===== src/hw/rtl/q2e_pkg.sv =====
// shared types, constants and arctangent table for the quaternion to euler unit
`default_nettype none
package q2e_pkg;
   localparam int CordicSteps = 16;
   localparam int TableLen = 24;
   localparam int PathW = 40;
   localparam int AngW = 34;
   localparam int SqrtSteps = 31;
   localparam logic [33:0] PiQ30 = 34'd3373259426;
   localparam logic signed [15:0] PiQ13 = 16'sd25736;
   localparam logic [14:0] DegK = 15'd29335;
   localparam logic [0:0] CsrGimbal = 1'b0;
   localparam logic [0:0] CsrSnap = 1'b1;

   typedef struct packed {
      logic signed [15:0] quat_x;
      logic signed [15:0] quat_y;
      logic signed [15:0] quat_z;
      logic signed [15:0] quat_w;
      logic               item_selected;
   } req_word_type;

   typedef struct packed {
      logic signed [15:0] angle_x_deg;
      logic signed [15:0] angle_y_deg;
      logic signed [15:0] angle_z_deg;
      logic               gimbal_hit;
      logic               no_selection;
   } rsp_word_type;

   // one cordic vector in flight
   typedef struct packed {
      logic signed [PathW-1:0] x;
      logic signed [PathW-1:0] y;
      logic signed [AngW-1:0]  z;
      logic                    zero;
   } vec_type;

   // side data that travels along the pipe
   typedef struct packed {
      logic               sel;
      logic               m12_pos;
      logic               m31_pos;
      logic               gimbal;
   } side_type;

   function automatic logic [29:0] atan_entry(input int i);
      logic [29:0] t;
      case (i)
         0: t = 30'h3243F6A8; 1: t = 30'h1DAC6705; 2: t = 30'h0FADBAFC;
         3: t = 30'h07F56EA6; 4: t = 30'h03FEAB76; 5: t = 30'h01FFD55B;
         6: t = 30'h00FFFAAA; 7: t = 30'h007FFF55; 8: t = 30'h003FFFEA;
         9: t = 30'h001FFFFD; 10: t = 30'h000FFFFF; 11: t = 30'h0007FFFF;
         12: t = 30'h0003FFFF; 13: t = 30'h0001FFFF; 14: t = 30'h0000FFFF;
         15: t = 30'h00007FFF; 16: t = 30'h00003FFF; 17: t = 30'h00001FFF;
         18: t = 30'h00000FFF; 19: t = 30'h000007FF; 20: t = 30'h000003FF;
         21: t = 30'h000001FF; 22: t = 30'h000000FF; 23: t = 30'h0000007F;
         default: t = 30'h0;
      endcase
      return t;
   endfunction
endpackage
`default_nettype wire


===== src/hw/rtl/q2e_sqrt_stage.sv =====
// one registered digit of the integer square root
`default_nettype none
module q2e_sqrt_stage
   import q2e_pkg::*;
(
   input  wire logic        clock,
   input  wire logic        enable,
   input  wire logic [4:0]  stage_idx,
   input  wire logic [61:0] rem_in,
   input  wire logic [30:0] root_in,
   output logic      [61:0] rem_out,
   output logic      [30:0] root_out
);
   logic [5:0] sh;
   logic [61:0] rem_ff;
   logic [30:0] root_ff;
   logic [63:0] trial;

   // digit weight is two bits per stage, msb first
   assign sh = 6'(2 * (SqrtSteps - 1)) - {stage_idx, 1'b0};

   // root_in holds upper bits; trial = (root<<2 | 1) << sh
   assign trial = ({31'd0, root_in, 2'b01}) << sh;

   always_ff @(posedge clock) begin
      if (enable) begin
         if ({2'b00, rem_in} >= trial) begin
            rem_ff <= rem_in - trial[61:0];
            root_ff <= {root_in[29:0], 1'b1};
         end else begin
            rem_ff <= rem_in;
            root_ff <= {root_in[29:0], 1'b0};
         end
      end
   end
   assign rem_out = rem_ff;
   assign root_out = root_ff;
endmodule
`default_nettype wire


===== config.mk =====
export PLATFORM = sky130hd
export DESIGN_NAME = q2e_sqrt_stage
export DESIGN_NICKNAME = d
export VERILOG_FILES = /design/src/hw/rtl/q2e_pkg.sv /design/src/hw/rtl/q2e_sqrt_stage.sv
export SDC_FILE = /design/constraint.sdc
export NUM_CORES = 1
export LEC_CHECK = 0
export BUFFER_PORTS_ARGS = -buffer_cell sky130_fd_sc_hd__buf_4
export CORE_UTILIZATION = 51
export DETAILED_ROUTE_END_ITERATION = 8
export GPL_TIMING_DRIVEN = 0
export PLACE_DENSITY = 0.76
export SLEW_MARGIN = 20
export SYNTH_ARGS = -nofsm -noshare
export SYNTH_HDL_FRONTEND = slang
export SYNTH_SLANG_ARGS = --single-unit

===== constraint.sdc =====
create_clock -name clock -period 6.3 [get_ports clock]
set_clock_uncertainty 0.1 [all_clocks]
set_input_delay 1.26 -clock clock [delete_from_list [all_inputs] [get_ports clock]]
set_output_delay 1.26 -clock clock [all_outputs]
set_load 0.03 [all_outputs]

* Word level (Yosys, flattened, before mapping) *
Index checks and enable logic that the tools add are counted.

operators by class
  magnitude comparators = 1
  reductions and logical operators = 0
  multiplexer cells = 2
  shifts and indexed selects = 1
  eq/ne operators = 0
  divide/modulo/power cells = 0
  $add $sub $neg = 2
  multiply operators = 0
  bitwise operators = 0

operator list
  operator               count
  $ge A62 B64 Y1         1
  $shl A33 B6 Y64        1
  $mux W62               1
  $sub A62 B62 Y62       1
  $sub A6 B6 Y6 const A  1
  $mux W1                1

storage, ports and cells
  RAM bits = 0
  logic and storage cells = 8
  output and inout bits = 93
  input port bits = 100
  latch bits = 0
  bits in read-only memories = 0
  memories kept = 0
  flip-flop bits (word level) = 93

* Depth between registers and ports, before layout *
Gate-level depths: netlist (run 1).

  depth after elaboration = 4
  gate-level depth with buffers = 28
  depth with buffers taken out = 21

* Worst setup path before layout (run 1) *
OpenSTA, ideal clock, no wires.

  path kind = input-to-reg
  start = input stage_idx[0]
  end = register rem_ff[47] (netlist: rem_out[47]) (data pin)
  setup slack = -0.173 ns
  cell stages on the path = 25
  setup time = 0.260 ns
  arrival = 6.113 ns
  buffers on the path = 7
  data required time = 5.940 ns
  path through = buf_2 clkinv_1 buf_1 ha_1 clkbuf_1 buf_1 clkbuf_1 a211oi_1 a21oi_1 nand2_1 a31oi_1 nand2_1 ha_1 buf_2 nand4_1 nor3_1 nand3b_1 nor4_1 nor3b_1 o211ai_2 a21oi_1 nand4b_4 buf_6 inv_1 mux2_2

on the way
  cells in the longest elaborated chain, start to end = 4
  elaborated cells on any way between the ends = 5
  classes of those cells = 2 x add/sub; 1 x order compare; 1 x shift; 1 x mux

ends and longest elaborated chain
  element                                                    RTL line                                    RTL
  start, declared                                            q2e_sqrt_stage.sv:8                         input wire logic [4:0] stage_idx,
  $sub A6 B6 Y6 (*)                                          q2e_sqrt_stage.sv:20                        assign sh = 6'(2 * (SqrtSteps - 1)) - {stage_idx, 1'b0};
  $shl A33 B6 Y64 (*)                                        q2e_sqrt_stage.sv:23                        assign trial = ({31'd0, root_in, 2'b01}) << sh;
  $sub A62 B62 Y62 / $ge A62 B64 Y1 (equally long branches)  q2e_sqrt_stage.sv:28, q2e_sqrt_stage.sv:27
  $mux W62 (*)                                               q2e_sqrt_stage.sv:27                        if ({2'b00, rem_in} >= trial) begin
  end signal, assigned                                       q2e_sqrt_stage.sv:28                        rem_ff <= rem_in - trial[61:0];
  end signal, assigned                                       q2e_sqrt_stage.sv:31                        rem_ff <= rem_in;
  end, declared                                              q2e_sqrt_stage.sv:15                        logic [61:0] rem_ff;

Every way passes the cells marked *; elsewhere a longest branch is shown, timed or not.
A chain may end at the register's enable or synchronous reset.

* Final worst setup path (run 1) *
Same ends and word-level chain as after synthesis.

==> metrics.cfg, run 1 <==
[worst_setup_path]
cp-start-kind=primary input
endpoint_kind=register
critical_path_required_ns=6.32
crit_arrival_ns=6.19
crit_fanout=10
path_class=in2reg

[grt]
grt_pass1_vias=9066
grt_max_degree=94
grt-ovfl-total=0
grtUsageTotal_pct=34.52
grt_pass1_wl_mm=48.28
antenna_found_initial=0

[sta]
hold_ws_ns=0.9948
tightest_slew_ns=0.8491
fin_ws_ns=0.1215
finalHoldViolCount=0
max_freq_mhz=161.9
maxSlewViolCount=0
min_period_ns=6.178
rsz0062_at_grt=yes
fin_crit_sh_pct=98.07
setup_viol=0
maxSlewHeadroom_pct=43.39

[logic_synthesis]
synth_warnings=0
syn-cell-area_um2=9051
synth_edf_count=93
ys.flop_type=edfxtp_1
yosysUniqueCellTypes=67
yosys_register_bits=93
async_flop_share_pct=0
netlist_instances=1111
syn_area_per_cell_um2=8.147
ys_seq_area_share_pct=30.85
syn_nets=1275

[clock_network]
cts_buffer_depth=2
clockRootBuffer=clkbuf_16
clkTransAtPathRegs_ns=0.07
cts_num_sinks=93
cts-htree-levels=3
cts_buffers=9
cts_tree=built

[pwr]
power.density_nw_per_um2=268.4
power.switching_mw=1.354
seqPwrFrac_pct=26.9
p_total_mw=3.113
vdd_ir_drop_max_mv=0.1705
p_int_mw=1.758
power_frac_clock_pct=18.8
leakagePower_nw=4.783
p_comb_share_pct=54.2
swShare_pct=43.51

[die]
die_w_um=135.2
core_um2=17300
num_rows=48
start_util_pct=52.33
io_pins=193
die_height_um=135.2
dieArea_um2=18280

[drt]
drt_first_iter_violations=932
wl_mm=31.48
top_layer=met4
ant_nets=0
met3_length_mm=2.677
wl_per_cell_um=20.37
num_vias=9621
drc=0
wirelength_met1_mm=13.13
via_per_inst=6.227
dr_wl_met2_mm=14.73
drt_pass1_iterations=7

[placed_design]
gp_congestion=1.000
dp_hpwl_mm=24.85
numPortBuffers=192
post-place-ws_ns=-2.102
placed_cell_area_um2=10780

[cells_and_area]
design_area_um2=11600
final_util_pct=67.06
n_antenna_cell=0
nets=1479
area_growth_pct=28.14
final_common_cell=buf_4
layout_common_cells=buf_4 (204), nand2_1 (177), o21ai_0 (108)
nFillCells=1499
drive_gt1_share_pct=27.20

[min_path]
whs_path_depth=1
min_path_type=in2reg
hold_path_startpoint=root_in[20]
whs_endpoint=root_out[21]

[outcome]
status=complete, no violations

[job]
drv_cap=0

## synthesized netlist by cell type, drive strengths merged, types with 3 or more instances
cell	n	area (um2)
and2	6	40.04
nand2	178	670.7
nand3	21	105.1
xor2	32	280.3
or2	4	25.03
o21bai	11	82.58
a31oi	6	37.54
o21ai	136	680.7
buf	25	127.6
a211oi	12	95.09
nor4	4	25.02
a22oi	16	120.1
o31ai	5	37.54
a211o	3	26.28
or3	3	18.77
nor2	85	319.1
nand4	29	187.7
mux4	8	180.2
a21boi	3	22.52
ha	64	800.8
o211ai	7	57.55
and3	8	50.05
xnor2	32	287.8
clkbuf	47	180.2
nand2b	10	62.56
nor3	16	85.08
mux2i	23	230.2
inv	15	56.30
mux2	11	123.9
a21oi	119	595.6
edfxtp	93	2793
nor2b	13	81.33
a21o	28	210.2
a31o	4	35.04
and4	5	43.79
o21a	8	60.06
## logic make-up after synthesis
| family | Yosys count | synth area share (%) |
|---|---|---|
| buffers and inverters | 88 | 4.064 |
| DFF | 93 | 30.85 |
| xor gates and xnor gates | 64 | 6.276 |
| AOI/OAI and AO/OA | 374 | 24.55 |
| and+or+nand+nor | 386 | 19.51 |
| muxes | 42 | 5.903 |
| adders and majority gates | 64 | 8.847 |
## metal layers
layer	vias to the layer above	GRT usage, %
li1	4493	-
met5	-	0
met4	0	13.17
met2	543	56.10
met1	4516	46.76
met3	69	4.302
## stage by stage
step	cells	TNS (ns)
3_5_place_dp	1528	-124.96
2_1_floorplan	1111	0
5_1_grt	1545	-0.06749
6_report	1545	0
3_3_place_gp	1528	-119.23
4_1_cts	1549	0
## final cells by class
| class | instances | area, um2 | share of cell area (%) |
|---|---|---|---|
| Sequential cell | 93 | 2793 | 24.08 |
| Multi-Input combinational cell | 930 | 6277 | 54.12 |
| Tap cell | 225 | 281.5 | 2.427 |
| Buffer | 61 | 334.1 | 2.880 |
| Timing Repair Buffer | 204 | 1548 | 13.34 |
| Clock buffer | 9 | 225.2 | 1.942 |
| Clock inverter | 7 | 77.57 | 0.6688 |
| Inverter | 16 | 62.56 | 0.5394 |
## worst max path at each step
stage	endpoint	startpoint	slack, ns
6_report	rem_out[47]	stage_idx[0]	0.12
5_1_grt	rem_out[47]	stage_idx[0]	-0.05
4_1_cts	rem_out[55]	stage_idx[0]	0.02
3_5_place_dp	rem_out[47]	stage_idx[0]	-2.10
3_3_place_gp	rem_out[47]	stage_idx[0]	-2.00
2_1_floorplan	rem_out[47]	stage_idx[0]	0.08
## sequential cells by signal, summed over array words and instances (netlist names)
signal and count:
rem_out 62, root_out 31
## power by group through the flow
stage	clock, mW	combinational (mW)	sequential (mW)
floorplan	0	0.856	1.05
global placement	0	1.55	0.850
detailed placement	0	1.56	0.852
CTS	0.589	1.63	0.840
global route	0.608	1.82	0.848
finish	0.586	1.69	0.838
## worst max-delay path, cell delays in order
cell and delay, ns:
buf_4 0.12, buf_4 0.17, inv_4 0.11, buf_6 0.18, ha_4 0.24, clkbuf_8 0.18
buf_8 0.16, clkbuf_4 0.20, o31ai_4 0.34, nor2_1 0.12, a31oi_4 0.21, nand2_1 0.16
ha_1 0.33, buf_2 0.18, nand4_1 0.19, nor3_2 0.20, nand3b_1 0.22, nor4_4 0.38
nor3b_1 0.11, o211ai_2 0.09, a21oi_1 0.09, nand4b_4 0.25, buf_8 0.21, inv_1 0.13
mux2_2 0.35
## what timing repair did
item | CTS | global route
buffers inserted | 9 | 3
setup endpoints to repair | 63 | 63
pin swaps | 8 | 8
gates resized for setup | 75 | 55
hold buffers | 0 | 0
Power figures use the tool's default switching activity.
==> run 2, diff against run 1 <==
Settings changed: CAP_MARGIN from default to 20, CORE_UTILIZATION 51 to 55, PLACE_DENSITY 0.76 to 0.78, SLEW_MARGIN 20 to default.
Clock period 6.3 ns to 6.2 ns, I/O delays scaled along.
==> run 2 against run 1 <==
Against the previous run: cell area grew 0.49%; sequential power grew 1%; clock-buffer cell count is the same; first-iteration DRC count grew 8.5%; global-route usage grew 1.4 points; cell count shrank 0.32%; wire length shrank 2.2%; total power grew 1.3%; clock power shrank 2%; critical path type unchanged; largest power group unchanged.
==> metrics.cfg, run 2 (synthesized netlist as in run 1, its figures left out) <==
[outcome]
status=complete, no violations

[die]
dieArea_um2=16970
num_rows=46
die_w_um=130.3
io_pins=193
die_height_um=130.3
core_um2=16000
start_util_pct=56.57

[drt]
wl_per_cell_um=19.98
via_per_inst=6.277
wl_mm=30.78
drt_first_iter_violations=1011
drt_pass1_iterations=7
num_vias=9667
ant_nets=0
drc=0

[sta]
setup_tns_ns=0
max_freq_mhz=165.1
finalHoldViolCount=0
min_period_ns=6.055
fin_ws_ns=0.1447
tightest_slew_ns=0.7497
setup_viol=0
fin_crit_sh_pct=97.67
maxSlewHeadroom_pct=49.66
maxSlewViolCount=0

[clock_network]
clockRootBuffer=clkbuf_16
hold_buffers=0
cts_tree=built
cts_num_sinks=93
cts-htree-levels=3
clkTransAtPathRegs_ns=0.08
cts_buffer_depth=2
cts_buffers=9

[cells_and_area]
nets=1483
final_common_cell=buf_4
area_growth_pct=28.77
n_antenna_cell=0
layout_common_cells=buf_4 (208), nand2_1 (175), o21ai_0 (109)
nFillCells=1285
drive_gt1_share_pct=28.10
design_area_um2=11650
largest_reg_flops=62

[placed_design]
dp_hpwl_mm=23.74
post-place-ws_ns=-2.079
numPortBuffers=192
gp_congestion=1.022
placed_cell_area_um2=10770

[worst_setup_path]
crit_arrival_ns=6.08
cp-start-kind=primary input
critical_path_required_ns=6.22
endpoint_kind=register
crit_fanout=10
path_class=in2reg

[min_path]
min_path_type=in2reg

[job]
drv_cap=0

[pwr]
vdd_ir_drop_max_mv=0.1634
leakagePower_nw=4.833
power.density_nw_per_um2=270.4
p_total_mw=3.152

[grt]
grt_pass1_wl_mm=46.11
grt-ovfl-total=0
grtUsageTotal_pct=35.90
antenna_found_initial=0
grt_max_degree=94
grt_pass1_vias=8657

-- run 2: layer usage --
| layer | wire [um] | vias to the layer above | share of wire, % | global-route usage [%] |
|---|---|---|---|---|
| li1 | - | 4518 | - | - |
| met1 | 13080 | 4525 | 43 | 47.77 |
| met2 | 14160 | 529 | 46 | 58.70 |
| met3 | 2452 | 95 | 8.0 | 5.945 |
| met4 | 1083 | 0 | 3.5 | 13.00 |
| met5 | 0 | - | 0 | 0 |
-- run 2: final timing paths --
kind / from / to / cells after the start
max: stage_idx[0] / rem_out[47] / 24
min: root_in[18] / root_out[19] / 1
-- run 2: critical path, stage by stage --
cell and delay, ns:
buf_4 0.09, buf_6 0.13, inv_4 0.07, buf_6 0.15, ha_4 0.32, buf_8 0.15
buf_8 0.16, clkbuf_8 0.19, mux4_2 0.38, a21oi_2 0.32, o21ai_0 0.11, o21ai_0 0.15
ha_2 0.29, and3_4 0.25, nand4_1 0.15, nand3b_1 0.32, nor4_4 0.37, nor3b_1 0.11
o211ai_2 0.10, a21oi_1 0.11, nand4b_4 0.29, buf_12 0.22, inv_2 0.07, mux2_2 0.33
-- run 2: through the flow --
step	util, %	hold WS, ns	cells
6_report	72.84	0.9649	1540
5_1_grt	72.84	0.9618	1540
4_1_cts	70.89	0.9615	1534
3_5_place_dp	67.28	1.338	1519
3_3_place_gp	67.28	1.338	1519
2_1_floorplan	-	1.239	1111
-- run 2: layout make-up --
| type | instances | area (um2) | area share, % |
|---|---|---|---|
| multi-input combinational | 930 | 6275 | 53.84 |
| sequential | 93 | 2793 | 23.96 |
| timing repair buffer | 208 | 1599 | 13.72 |
| buffer | 61 | 351.6 | 3.017 |
| tap | 216 | 270.3 | 2.319 |
| clock buffer | 9 | 225.2 | 1.932 |
| clock inverter | 7 | 78.83 | 0.6763 |
| inverter | 16 | 62.56 | 0.5368 |
-- run 2: repair_timing --
| item | in CTS | in global routing |
|---|---|---|
| resized for setup | 71 | 71 |
| cloned | 0 | 1 |
| pin swaps | 7 | 15 |
| buffers inserted | 4 | 10 |
| setup endpoints to repair | 63 | 62 |
-- run 2: report_power, final --
part / internal, mW / total (mW) / switching [mW]
logic: 0.654 / 1.73 / 1.08
clock network: 0.286 / 0.573 / 0.286
registers: 0.824 / 0.850 / 0.0256
total: 1.76 / 3.15 / 1.39
==> run 3, diff against run 2 <==
Settings changed: CORE_UTILIZATION 55 to 46, PLACE_DENSITY 0.78 to 0.67.
==> run 3 against run 2 <==
Against the previous run: clock power grew 5.8%; critical path depth grew 2; fmax grew 0.88%; first-iteration DRC count shrank 16%; clock-buffer cell count is the same; global-route usage shrank 4.3 points; combinational power is essentially flat; critical path type unchanged.
==> metrics.cfg, run 3 (synthesized netlist as in run 1, its figures left out) <==
[grt]
grt_pass1_vias=8818
grt_max_degree=94
grt-ovfl-total=0
grt_pass1_wl_mm=48.73
antenna_found_initial=0
grtUsageTotal_pct=31.56

[worst_setup_path]
endpoint_kind=register
path_class=in2reg
crit_arrival_ns=6.01
cp-start-kind=primary input
crit_fanout=10
crit_start=stage_idx[0]
crit_end=rem_out[56]
critical_path_required_ns=6.21

[placed_design]
gp_congestion=0.9518
placed_cell_area_um2=10820
dp_hpwl_mm=24.95
numPortBuffers=192

[cells_and_area]
final_util_pct=61.86
largest_reg_flops=62
nets=1484
n_antenna_cell=0
drive_gt1_share_pct=28.15
design_area_um2=11770
area_growth_pct=29.98
multi_input_area_um2=6297
nFillCells=1749
regArea_um2=2793
final_common_cell=buf_4
layout_common_cells=buf_4 (209), nand2_1 (176), o21ai_0 (107)

[clock_network]
clkTransAtPathRegs_ns=0.08
hold_buffers=0
cts_buffer_depth=2
cts_num_sinks=93
clockRootBuffer=clkbuf_16
cts-htree-levels=3
cts_buffers=9
cts_tree=built

[sta]
finalHoldViolCount=0
setup_tns_ns=0
setup_viol=0
tightest_slew_ns=0.7570
max_freq_mhz=166.6
maxSlewHeadroom_pct=49.35
min_period_ns=6.002
fin_crit_sh_pct=96.81
maxSlewViolCount=0

[pwr]
vdd_ir_drop_max_mv=0.1462
power.density_nw_per_um2=272.0
leakagePower_nw=4.864

[drt]
via_per_inst=5.951
wl_per_cell_um=20.01
ant_nets=0
num_vias=9432
drt_first_iter_violations=851
drc=0
drt_pass1_iterations=5
wl_mm=31.72

[min_path]
whs_path_depth=1
min_path_type=in2reg

[die]
dieArea_um2=20240
core_um2=19020
die_height_um=142.3
start_util_pct=47.59
die_w_um=142.3
io_pins=193
num_rows=50

[job]
drv_cap=0

[outcome]
status=complete, no violations

## run 3: changes by cell type in the layout (fill, tap and decap cells not counted), moves of 3 or more
cell	previous run	this run
clkbuf_4	4	1
o21ai_2	4	7
mux2i_2	7	2
mux2i_1	16	20
## run 3: report_power, final
group	switching [mW]	leakage, nW	internal (mW)	total, mW
combinational	1.08	3.80	0.660	1.74
clock	0.281	0.156	0.325	0.606
sequential	0.0261	0.908	0.824	0.850
## run 3: final cells by class
class | instances | share of cell area, %
clock buffers | 9 | 1.914
multi-input cells | 930 | 53.53
clock inverters | 7 | 0.7657
inverters | 16 | 0.5317
repair buffers | 210 | 13.83
flip-flops and latches | 93 | 23.74
plain buffers | 60 | 2.935
well taps | 260 | 2.765
## run 3: through the flow
step | hold WS [ns] | power, mW | instances | setup slack (ns)
finish | 0.9677 | 3.200 | 1585 | 0.1977
global route | 0.9676 | 3.376 | 1585 | -0.01105
CTS | 0.9663 | 3.112 | 1577 | -0.01486
detailed placement | 1.342 | 2.453 | 1563 | -2.215
global placement | 1.340 | 2.446 | 1563 | -2.198
floorplan | 1.239 | 1.937 | 1111 | 0.001882
## run 3: critical path, stage by stage
cell and delay, ns:
buf_4 0.12, buf_6 0.13, inv_4 0.10, buf_6 0.17, ha_4 0.24, buf_4 0.19, mux2i_1 0.15, a21oi_1 0.23
nand2_1 0.08, o21ai_1 0.22, mux2_2 0.30, nand2_1 0.13, ha_1 0.34, buf_2 0.18, nand4_1 0.20, nor3_2 0.19
nand3b_1 0.21, nor4_4 0.40, nor3b_2 0.10, o211ai_2 0.10, a21oi_1 0.09, nand4b_4 0.28, buf_12 0.22, clkbuf_4 0.22
nand2_1 0.09, o21ai_0 0.08
## run 3: worst min path at each step
stage | slack [ns] | end | from
2_1_floorplan | 1.24 | root_out[10] | root_in[9]
3_3_place_gp | 1.34 | root_out[26] | root_in[25]
3_5_place_dp | 1.34 | root_out[26] | root_in[25]
4_1_cts | 0.97 | root_out[26] | root_in[25]
5_1_grt | 0.97 | root_out[26] | root_in[25]
6_report | 0.97 | root_out[26] | root_in[25]
## run 3: per-layer routing
metal | track usage, % | share of wire, % | vias to the layer above
met3 | 4.643 | 7.0 | 63
met5 | 0 | 0 | -
met1 | 42.99 | 44 | 4449
li1 | - | - | 4517
met4 | 9.564 | 2.8 | 0
met2 | 51.60 | 46 | 403
## run 3: repair_timing
item | 4_1_cts | 5_1_grt
endpoints found under the hold margin | 0 | 0
setup buffers | 6 | 10
cloned | 0 | 1
pin swaps | 9 | 14
resized for setup | 70 | 74
endpoints found under the setup margin | 63 | 63
